### src/rtl/core/dkd_pkg.sv
`timescale 1ns / 1ps
`default_nettype none
// ----------------------------------------------------------------------------
// dkd_pkg
// Shared widths, reset values and register indexes of the door knock event
// detector.
// ----------------------------------------------------------------------------
package dkd_pkg;

  localparam int unsigned WINDOW_DEPTH_DEF = 16;

  localparam int unsigned Z_W     = 14;
  localparam int unsigned DELTA_W = 15;
  localparam int unsigned THR_W   = 14;
  localparam int unsigned TRIG_W  = 5;
  localparam int unsigned TIME_W  = 32;

  localparam int unsigned CFG_ADDR_W = 3;
  localparam int unsigned CFG_DATA_W = 32;

  localparam logic [THR_W-1:0]  THR_RESET  = 14'd512;
  localparam logic [TRIG_W-1:0] TRIG_RESET = 5'd3;

  localparam logic REG_DELTA_THRESHOLD = 1'b0;
  localparam logic REG_TRIGGER_COUNT   = 1'b1;

endpackage

`default_nettype wire

### src/rtl/core/dkd_ram.sv
`timescale 1ns / 1ps
`default_nettype none
// ----------------------------------------------------------------------------
// dkd_ram
// Generic single-port-write, single-port-read RAM with a registered read.
// ----------------------------------------------------------------------------
module dkd_ram #(
  parameter int unsigned WIDTH = 15,
  parameter int unsigned DEPTH = 16,
  localparam int unsigned ADDR_W = (DEPTH > 1) ? $clog2(DEPTH) : 1
) (
  input  wire logic              clk,
  input  wire logic              we,
  input  wire logic [ADDR_W-1:0] waddr,
  input  wire logic [WIDTH-1:0]  wdata,
  input  wire logic              re,
  input  wire logic [ADDR_W-1:0] raddr,
  output logic      [WIDTH-1:0]  rdata
);

  logic [WIDTH-1:0] mem [DEPTH];

  always_ff @(posedge clk) begin
    if (we) begin
      mem[waddr] <= wdata;
    end
    if (re) begin
      rdata <= mem[raddr];
    end
  end

endmodule

`default_nettype wire

### src/rtl/core/door_knock_event_detector.sv
`timescale 1ns / 1ps
`default_nettype none
// ----------------------------------------------------------------------------
// door_knock_event_detector
// Counts large Z-axis jolts in a window of recent sample differences and
// flags a door opening when enough of them are present.
// ----------------------------------------------------------------------------
// Each accepted beat writes its Z difference into the window RAM, then the
// block reads all WINDOW_DEPTH entries through the single RAM read port,
// one per cycle, and counts those at or above the threshold. No new beat
// is taken until the walk, the tail state and the done state have passed;
// the result sits in an output register until it is taken. Clearing the
// window after an opening is immediate through per-entry valid bits, so
// there is no clearing pass after reset.
module door_knock_event_detector #(
  parameter int unsigned WINDOW_DEPTH = dkd_pkg::WINDOW_DEPTH_DEF
) (
  input  wire logic                                 clk,
  input  wire logic                                 rst_n,
  input  wire logic                                 in_valid,
  output logic                                      in_ready,
  input  wire logic signed [dkd_pkg::Z_W-1:0]       in_z_sample,
  input  wire logic        [dkd_pkg::TIME_W-1:0]    in_now_ms,
  output logic                                      out_valid,
  input  wire logic                                 out_ready,
  output logic             [dkd_pkg::TIME_W-1:0]    out_elapsed_ms,
  output logic                                      out_opened,
  input  wire logic                                 cfg_psel,
  input  wire logic                                 cfg_penable,
  input  wire logic                                 cfg_pwrite,
  input  wire logic        [dkd_pkg::CFG_ADDR_W-1:0] cfg_paddr,
  input  wire logic        [dkd_pkg::CFG_DATA_W-1:0] cfg_pwdata,
  output logic             [dkd_pkg::CFG_DATA_W-1:0] cfg_prdata,
  output logic                                      cfg_pready
);

  import dkd_pkg::*;

  localparam int unsigned IDX_W = $clog2(WINDOW_DEPTH);
  localparam int unsigned CNT_W = $clog2(WINDOW_DEPTH + 1);
  localparam int unsigned CMP_W = (CNT_W > TRIG_W) ? CNT_W : TRIG_W;
  localparam logic [IDX_W-1:0] LAST_IDX = IDX_W'(WINDOW_DEPTH - 1);

  localparam logic [1:0] S_IDLE = 2'd0;
  localparam logic [1:0] S_WALK = 2'd1;
  localparam logic [1:0] S_TAIL = 2'd2;
  localparam logic [1:0] S_DONE = 2'd3;

  logic [1:0]              state_r, state_nxt;
  logic [THR_W-1:0]        thr_r;
  logic [TRIG_W-1:0]       trig_r;
  logic [IDX_W-1:0]        pos_r, pos_nxt;
  logic signed [Z_W-1:0]   prev_z_r;
  logic [TIME_W-1:0]       last_open_r;
  logic [TIME_W-1:0]       now_r;
  logic [WINDOW_DEPTH-1:0] valid_r, valid_nxt;
  logic [IDX_W-1:0]        rd_addr_r, rd_addr_nxt;
  logic                    pend_r;
  logic [IDX_W-1:0]        pend_idx_r;
  logic [CNT_W-1:0]        cnt_r, cnt_nxt;
  logic                    out_valid_r, out_valid_nxt;
  logic [TIME_W-1:0]       out_elapsed_r;
  logic                    out_opened_r;

  logic                    in_acc;
  logic                    cfg_wr;
  logic [DELTA_W-1:0]      diff;
  logic [DELTA_W-1:0]      ram_rdata;
  logic [DELTA_W-1:0]      rd_val;
  logic [DELTA_W-1:0]      mag;
  logic                    hit;
  logic                    trig_hit;
  logic                    commit;

  assign in_ready   = (state_r == S_IDLE);
  assign in_acc     = in_valid && in_ready;
  assign cfg_pready = 1'b1;
  assign cfg_wr     = cfg_psel && cfg_penable && cfg_pwrite && cfg_pready;

  assign diff = {in_z_sample[Z_W-1], in_z_sample} - {prev_z_r[Z_W-1], prev_z_r};

  dkd_ram #(
    .WIDTH (DELTA_W),
    .DEPTH (WINDOW_DEPTH)
  ) u_ring (
    .clk   (clk),
    .we    (in_acc),
    .waddr (pos_r),
    .wdata (diff),
    .re    (state_r == S_WALK),
    .raddr (rd_addr_r),
    .rdata (ram_rdata)
  );

  assign rd_val   = valid_r[pend_idx_r] ? ram_rdata : '0;
  assign mag      = rd_val[DELTA_W-1] ? (DELTA_W'(0) - rd_val) : rd_val;
  assign hit      = (mag >= {1'b0, thr_r});
  assign trig_hit = (CMP_W'(cnt_r) >= CMP_W'(trig_r));
  assign commit   = (state_r == S_DONE) && (!out_valid_r || out_ready);

  always_comb begin
    state_nxt     = state_r;
    pos_nxt       = pos_r;
    rd_addr_nxt   = rd_addr_r;
    cnt_nxt       = cnt_r;
    valid_nxt     = valid_r;
    out_valid_nxt = out_valid_r;
    if (out_ready) begin
      out_valid_nxt = 1'b0;
    end
    if (pend_r && hit) begin
      cnt_nxt = cnt_r + CNT_W'(1);
    end
    unique case (state_r)
      S_IDLE: begin
        cnt_nxt     = '0;
        rd_addr_nxt = '0;
        if (in_acc) begin
          valid_nxt[pos_r] = 1'b1;
          pos_nxt          = (pos_r == LAST_IDX) ? '0 : pos_r + IDX_W'(1);
          state_nxt        = S_WALK;
        end
      end
      S_WALK: begin
        if (rd_addr_r == LAST_IDX) begin
          state_nxt = S_TAIL;
        end else begin
          rd_addr_nxt = rd_addr_r + IDX_W'(1);
        end
      end
      S_TAIL: begin
        state_nxt = S_DONE;
      end
      S_DONE: begin
        if (commit) begin
          out_valid_nxt = 1'b1;
          state_nxt     = S_IDLE;
          if (trig_hit) begin
            valid_nxt = '0;
          end
        end
      end
      default: begin
        state_nxt = S_IDLE;
      end
    endcase
  end

  always_ff @(posedge clk) begin
    if (!rst_n) begin
      state_r     <= S_IDLE;
      thr_r       <= THR_RESET;
      trig_r      <= TRIG_RESET;
      pos_r       <= '0;
      prev_z_r    <= '0;
      last_open_r <= '0;
      valid_r     <= '0;
      rd_addr_r   <= '0;
      pend_r      <= 1'b0;
      cnt_r       <= '0;
      out_valid_r <= 1'b0;
    end else begin
      state_r     <= state_nxt;
      pos_r       <= pos_nxt;
      valid_r     <= valid_nxt;
      rd_addr_r   <= rd_addr_nxt;
      pend_r      <= (state_r == S_WALK);
      cnt_r       <= cnt_nxt;
      out_valid_r <= out_valid_nxt;
      if (in_acc) begin
        prev_z_r <= in_z_sample;
      end
      if (commit && trig_hit) begin
        last_open_r <= now_r;
      end
      if (cfg_wr) begin
        unique case (cfg_paddr[2])
          REG_DELTA_THRESHOLD: thr_r  <= cfg_pwdata[THR_W-1:0];
          REG_TRIGGER_COUNT:   trig_r <= cfg_pwdata[TRIG_W-1:0];
          default: ;
        endcase
      end
    end
  end

  always_ff @(posedge clk) begin
    pend_idx_r <= rd_addr_r;
    if (in_acc) begin
      now_r <= in_now_ms;
    end
    if (commit) begin
      out_opened_r  <= trig_hit;
      out_elapsed_r <= trig_hit ? '0 : (now_r - last_open_r);
    end
  end

  always_comb begin
    unique case (cfg_paddr[2])
      REG_DELTA_THRESHOLD: cfg_prdata = CFG_DATA_W'(thr_r);
      REG_TRIGGER_COUNT:   cfg_prdata = CFG_DATA_W'(trig_r);
      default:             cfg_prdata = '0;
    endcase
  end

  assign out_valid      = out_valid_r;
  assign out_elapsed_ms = out_elapsed_r;
  assign out_opened     = out_opened_r;

endmodule

`default_nettype wire
### config.mk
export PLATFORM = sky130hd
export DESIGN_NAME = door_knock_event_detector
export DESIGN_NICKNAME = d
export VERILOG_FILES = /design/src/rtl/core/dkd_pkg.sv /design/src/rtl/core/dkd_ram.sv /design/src/rtl/core/door_knock_event_detector.sv
export SDC_FILE = /design/constraint.sdc
export NUM_CORES = 1
export LEC_CHECK = 0
export BUFFER_PORTS_ARGS = -buffer_cell sky130_fd_sc_hd__buf_2
export CORE_MARGIN = 4
export CORE_UTILIZATION = 40
export CTS_BUF_LIST = sky130_fd_sc_hd__clkbuf_4 sky130_fd_sc_hd__clkbuf_8 sky130_fd_sc_hd__clkbuf_16
export CTS_CLUSTER_DIAMETER = 30
export DETAILED_ROUTE_END_ITERATION = 10
export SYNTH_ARGS = -nofsm -noshare
export SYNTH_HDL_FRONTEND = slang
export SYNTH_SLANG_ARGS = --single-unit
### constraint.sdc
create_clock -name clk -period 5.1 [get_ports clk]
set_clock_uncertainty 0.05 [all_clocks]
set_input_delay 0.765 -clock clk [delete_from_list [all_inputs] [get_ports clk]]
set_output_delay 0.765 -clock clk [all_outputs]
set_load 0.01 [all_outputs]
==> impl_metrics.yaml <==
clocking:
  path_clk_slew_ps: 50
  cts.repair.resized: 0
  cts_buffers: 91
  cts_tree: "done"
  clock_sinks: 422
  hold_buffers: 0
  cts_buffer_depth: 3
  clockRootBuffer: "clkbuf_16"
  cts_setup_buffers: 0
  insertion_delay_ps: 600
  htreeDepth: 3
timing:
  worst_slew_pin_slew_ps: 1226
  min_period_over_period: 0.9349
  rsz0062_at_grt: "no"
  setup_viol: 0
  finalHoldViolations: 0
  finalWorstSetupSlack_ps: 331.8
  setup_tns_ps: 0
  max_freq_mhz: 209.7
  timing.slew.headroom: 0.1768
  slew_viol_final: 0
  finalCriticalPeriod_ps: 4768
  timing.hold.ws_ps: 290.7
yosys:
  synth-main-ff-cell: "edfxtp_1"
  synth_cells: 1385
  syn_area_mm2: 0.01875
  synth_warnings: 0
  synth_edf_count: 320
  ys_seq_area_frac: 0.6213
  async_flop_share: 0
  synth_cell_type_count: 62
  ys_ff_latch: 422
  syn_area_per_cell_um2: 13.54
  synth_top_area_cell: "edfxtp_1"
  synth_top_area_frac: 0.5124
  synth_area_leaders: "edfxtp_1 (51%), dfxtp_1 (11%), mux4_2 (9.1%)"
route:
  wl_um: 41480
  via_per_inst: 5.086
  drcViolationCount: 0
  detail-route-antenna-nets: 0
  dr.pass1.iters: 5
  num_vias: 11470
  wl_per_cell_um: 18.38
  drtIter0Drc: 826
power:
  powerDensity_mw_per_mm2: 565.1
  peakVddDrop_mv: 0.4539
  leakage_nw: 8.478
die:
  dieArea_mm2: 0.05041
  core_mm2: 0.04646
  die_width_um: 224.5
  num_io_pins: 156
  std_cell_rows: 79
  die_h_um: 224.5
  start_util: 0.4037
global_routing:
  grt_pass1_wl_um: 64780
  grt-ovfl-total: 0
  antenna_found_initial: 1
  grt_usage: 0.1652
  grt_max_degree: 65
  grt_pass1_vias: 11560
setup_path:
  crit_path_top_delay_cell: "mux4_1"
  cp.arrival_ps: 5250
  max_stage_delay_ps: 610
  cp_max_fo: 6
  endpoint_kind: "register"
  cp_cell_sequence: "mux4_1 -> mux2_2 -> mux2_4 -> nand2_2 -> ha_1 -> nand2_1 -> o31ai_1 -> xor2_1 -> nor2_1 -> ha_1 -> nand4_1 -> nor2_1 -> a211o_1 -> a221oi_1 -> o21ai_1 -> o31ai_4 -> nor2_2 -> a311oi_1 -> a41o_1"
  crit_path_start_kind: "register"
  worstPathRequired_ps: 5580
  crit_type: "register to register"
placed_design:
  place_ws_ps: 361.2
  portBuffers: 116
  gp_congestion: 0.7857
  dp_hpwl_um: 26320
finish:
  drive_gt1_frac: 0.2462
  antennaDiodeCount: 0
  final_core_util: 0.5026
  layout.nets: 1736
  syn_to_final_growth_pct: 24.52
hold_path:
  min_path_type: "input port to register"
job:
  maxCapViolations: 0
outcome:
  status: "finished, final reports clean"
## logic make-up after synthesis
family | share of synthesized area
DFF | 0.6213
and+or+nand+nor | 0.08714
AOI/OAI and AO/OA | 0.07733
buffers and inverters | 0.03463
muxes | 0.1034
adders and majority gates | 0.05151
xor gates and xnor gates | 0.02429
other | 0.0004005
## state kept, by name (all words and copies together), names as in the netlist
signal          cells
cnt_r               5
state_r             2
pos_r               4
out_opened          1
thr_r              14
prev_z_r           14
pend_r              1
u_ring.rdata       15
last_open_r        32
valid_r            16
out_elapsed_ms     32
trig_r              5
out_valid           1
rd_addr_r           4
u_ring.mem        240
pend_idx_r          4
now_r              32
## cell type report
cell class | instances | area [um2]
well taps | 607 | 759.5
multi-input cells | 826 | 6556
fillers | 3980 | 23110
repair buffers | 147 | 813.3
flip-flops and latches | 422 | 11660
clock buffers | 101 | 2400
clock inverters | 69 | 849.6
inverters | 84 | 315.3
## path summary, 6_finish.rpt
kind                                     start        endpoint  slack (ps)  depth (start not counted)
worst max-delay path             pend_idx_r[0]        cnt_r[4]         330                         19
worst min-delay path             in_now_ms[30]       now_r[30]         290                          1
worst min register to register  last_open_r[2]  last_open_r[2]         400                          2
worst max register to register   pend_idx_r[0]        cnt_r[4]         330                         19
## critical path, delay by kind of cell, from the launching register on
kind	cells	cell delay (ps)
AOI/OAI and AO/OA	7	1820
xor gates and xnor gates	1	170
adders and majority gates	2	480
DFF	1	460
muxes	3	1210
and+or+nand+nor	6	500
## cells in the mapped netlist, types with 3 or more instances
cell and instances:
inv_1 84, a221oi_1 4, mux2_2 3, edfxtp_1 320, a211o_1 3, xnor2_1 27, or3_1 9, o31ai_1 5
and3_1 4, mux4_1 3, o21ai_1 16, ha_1 74, o211ai_1 4, a21boi_0 29, buf_4 19, a21oi_1 32
nand2b_1 13, o21a_1 5, buf_1 5, nor3_1 15, a211oi_1 3, mux4_2 76, nand2_1 169, dfxtp_1 102
o21bai_1 4, nor2_1 103, a31oi_1 21, nand3_1 16, nand4_1 7, nor2b_1 16, o21ai_0 16, a21o_1 20
and2_1 8, mux2i_1 10, a21boi_1 35, xor2_1 25, clkbuf_1 46
## power breakdown
| group | internal [mW] | switching, mW |
|---|---|---|
| logic | 1.07 | 1.42 |
| registers | 4.38 | 0.251 |
| clock network | 4.20 | 1.87 |
| total | 9.65 | 3.54 |
## through the flow
| step | power, mW | area (um2) | std cells |
|---|---|---|---|
| global placement | 7.159 | 20100 | 2086 |
| floorplan | 6.441 | 18820 | 1402 |
| detailed placement | 7.217 | 20100 | 2086 |
| global route | 13.84 | 23350 | 2256 |
| finish | 13.20 | 23350 | 2256 |
| CTS | 13.35 | 23350 | 2256 |
## cells in the final DEF (no fill, tap or decap), drive strengths merged, types with 5 or more instances in the layout
cell type and n:
nor2 104, or3 9, clkinvlp 12, a31oi 21
buf 147, nand4 7, inv 90, clkinv 35
nor3 15, o31ai 6, o21ai 32, edfxtp 320
ha 74, conb 19, a21boi 64, nand2b 13
a21o 20, and2 8, xor2 25, mux2i 10
mux4 79, nor2b 16, xnor2 27, clkbuf 101
nand3 16, dfxtp 102, o21a 5, nand2 171
a21oi 34, bufinv 16
## per-layer routing
metal | vias to the layer above | part of all wire | track usage
met5 | - | 0.00031 | 0
li1 | 5475 | - | -
met2 | 263 | 0.48 | 0.2739
met4 | 2 | 0.020 | 0.05059
met1 | 5659 | 0.45 | 0.2191
met3 | 75 | 0.051 | 0.03720
Power figures use the tool's default switching activity.
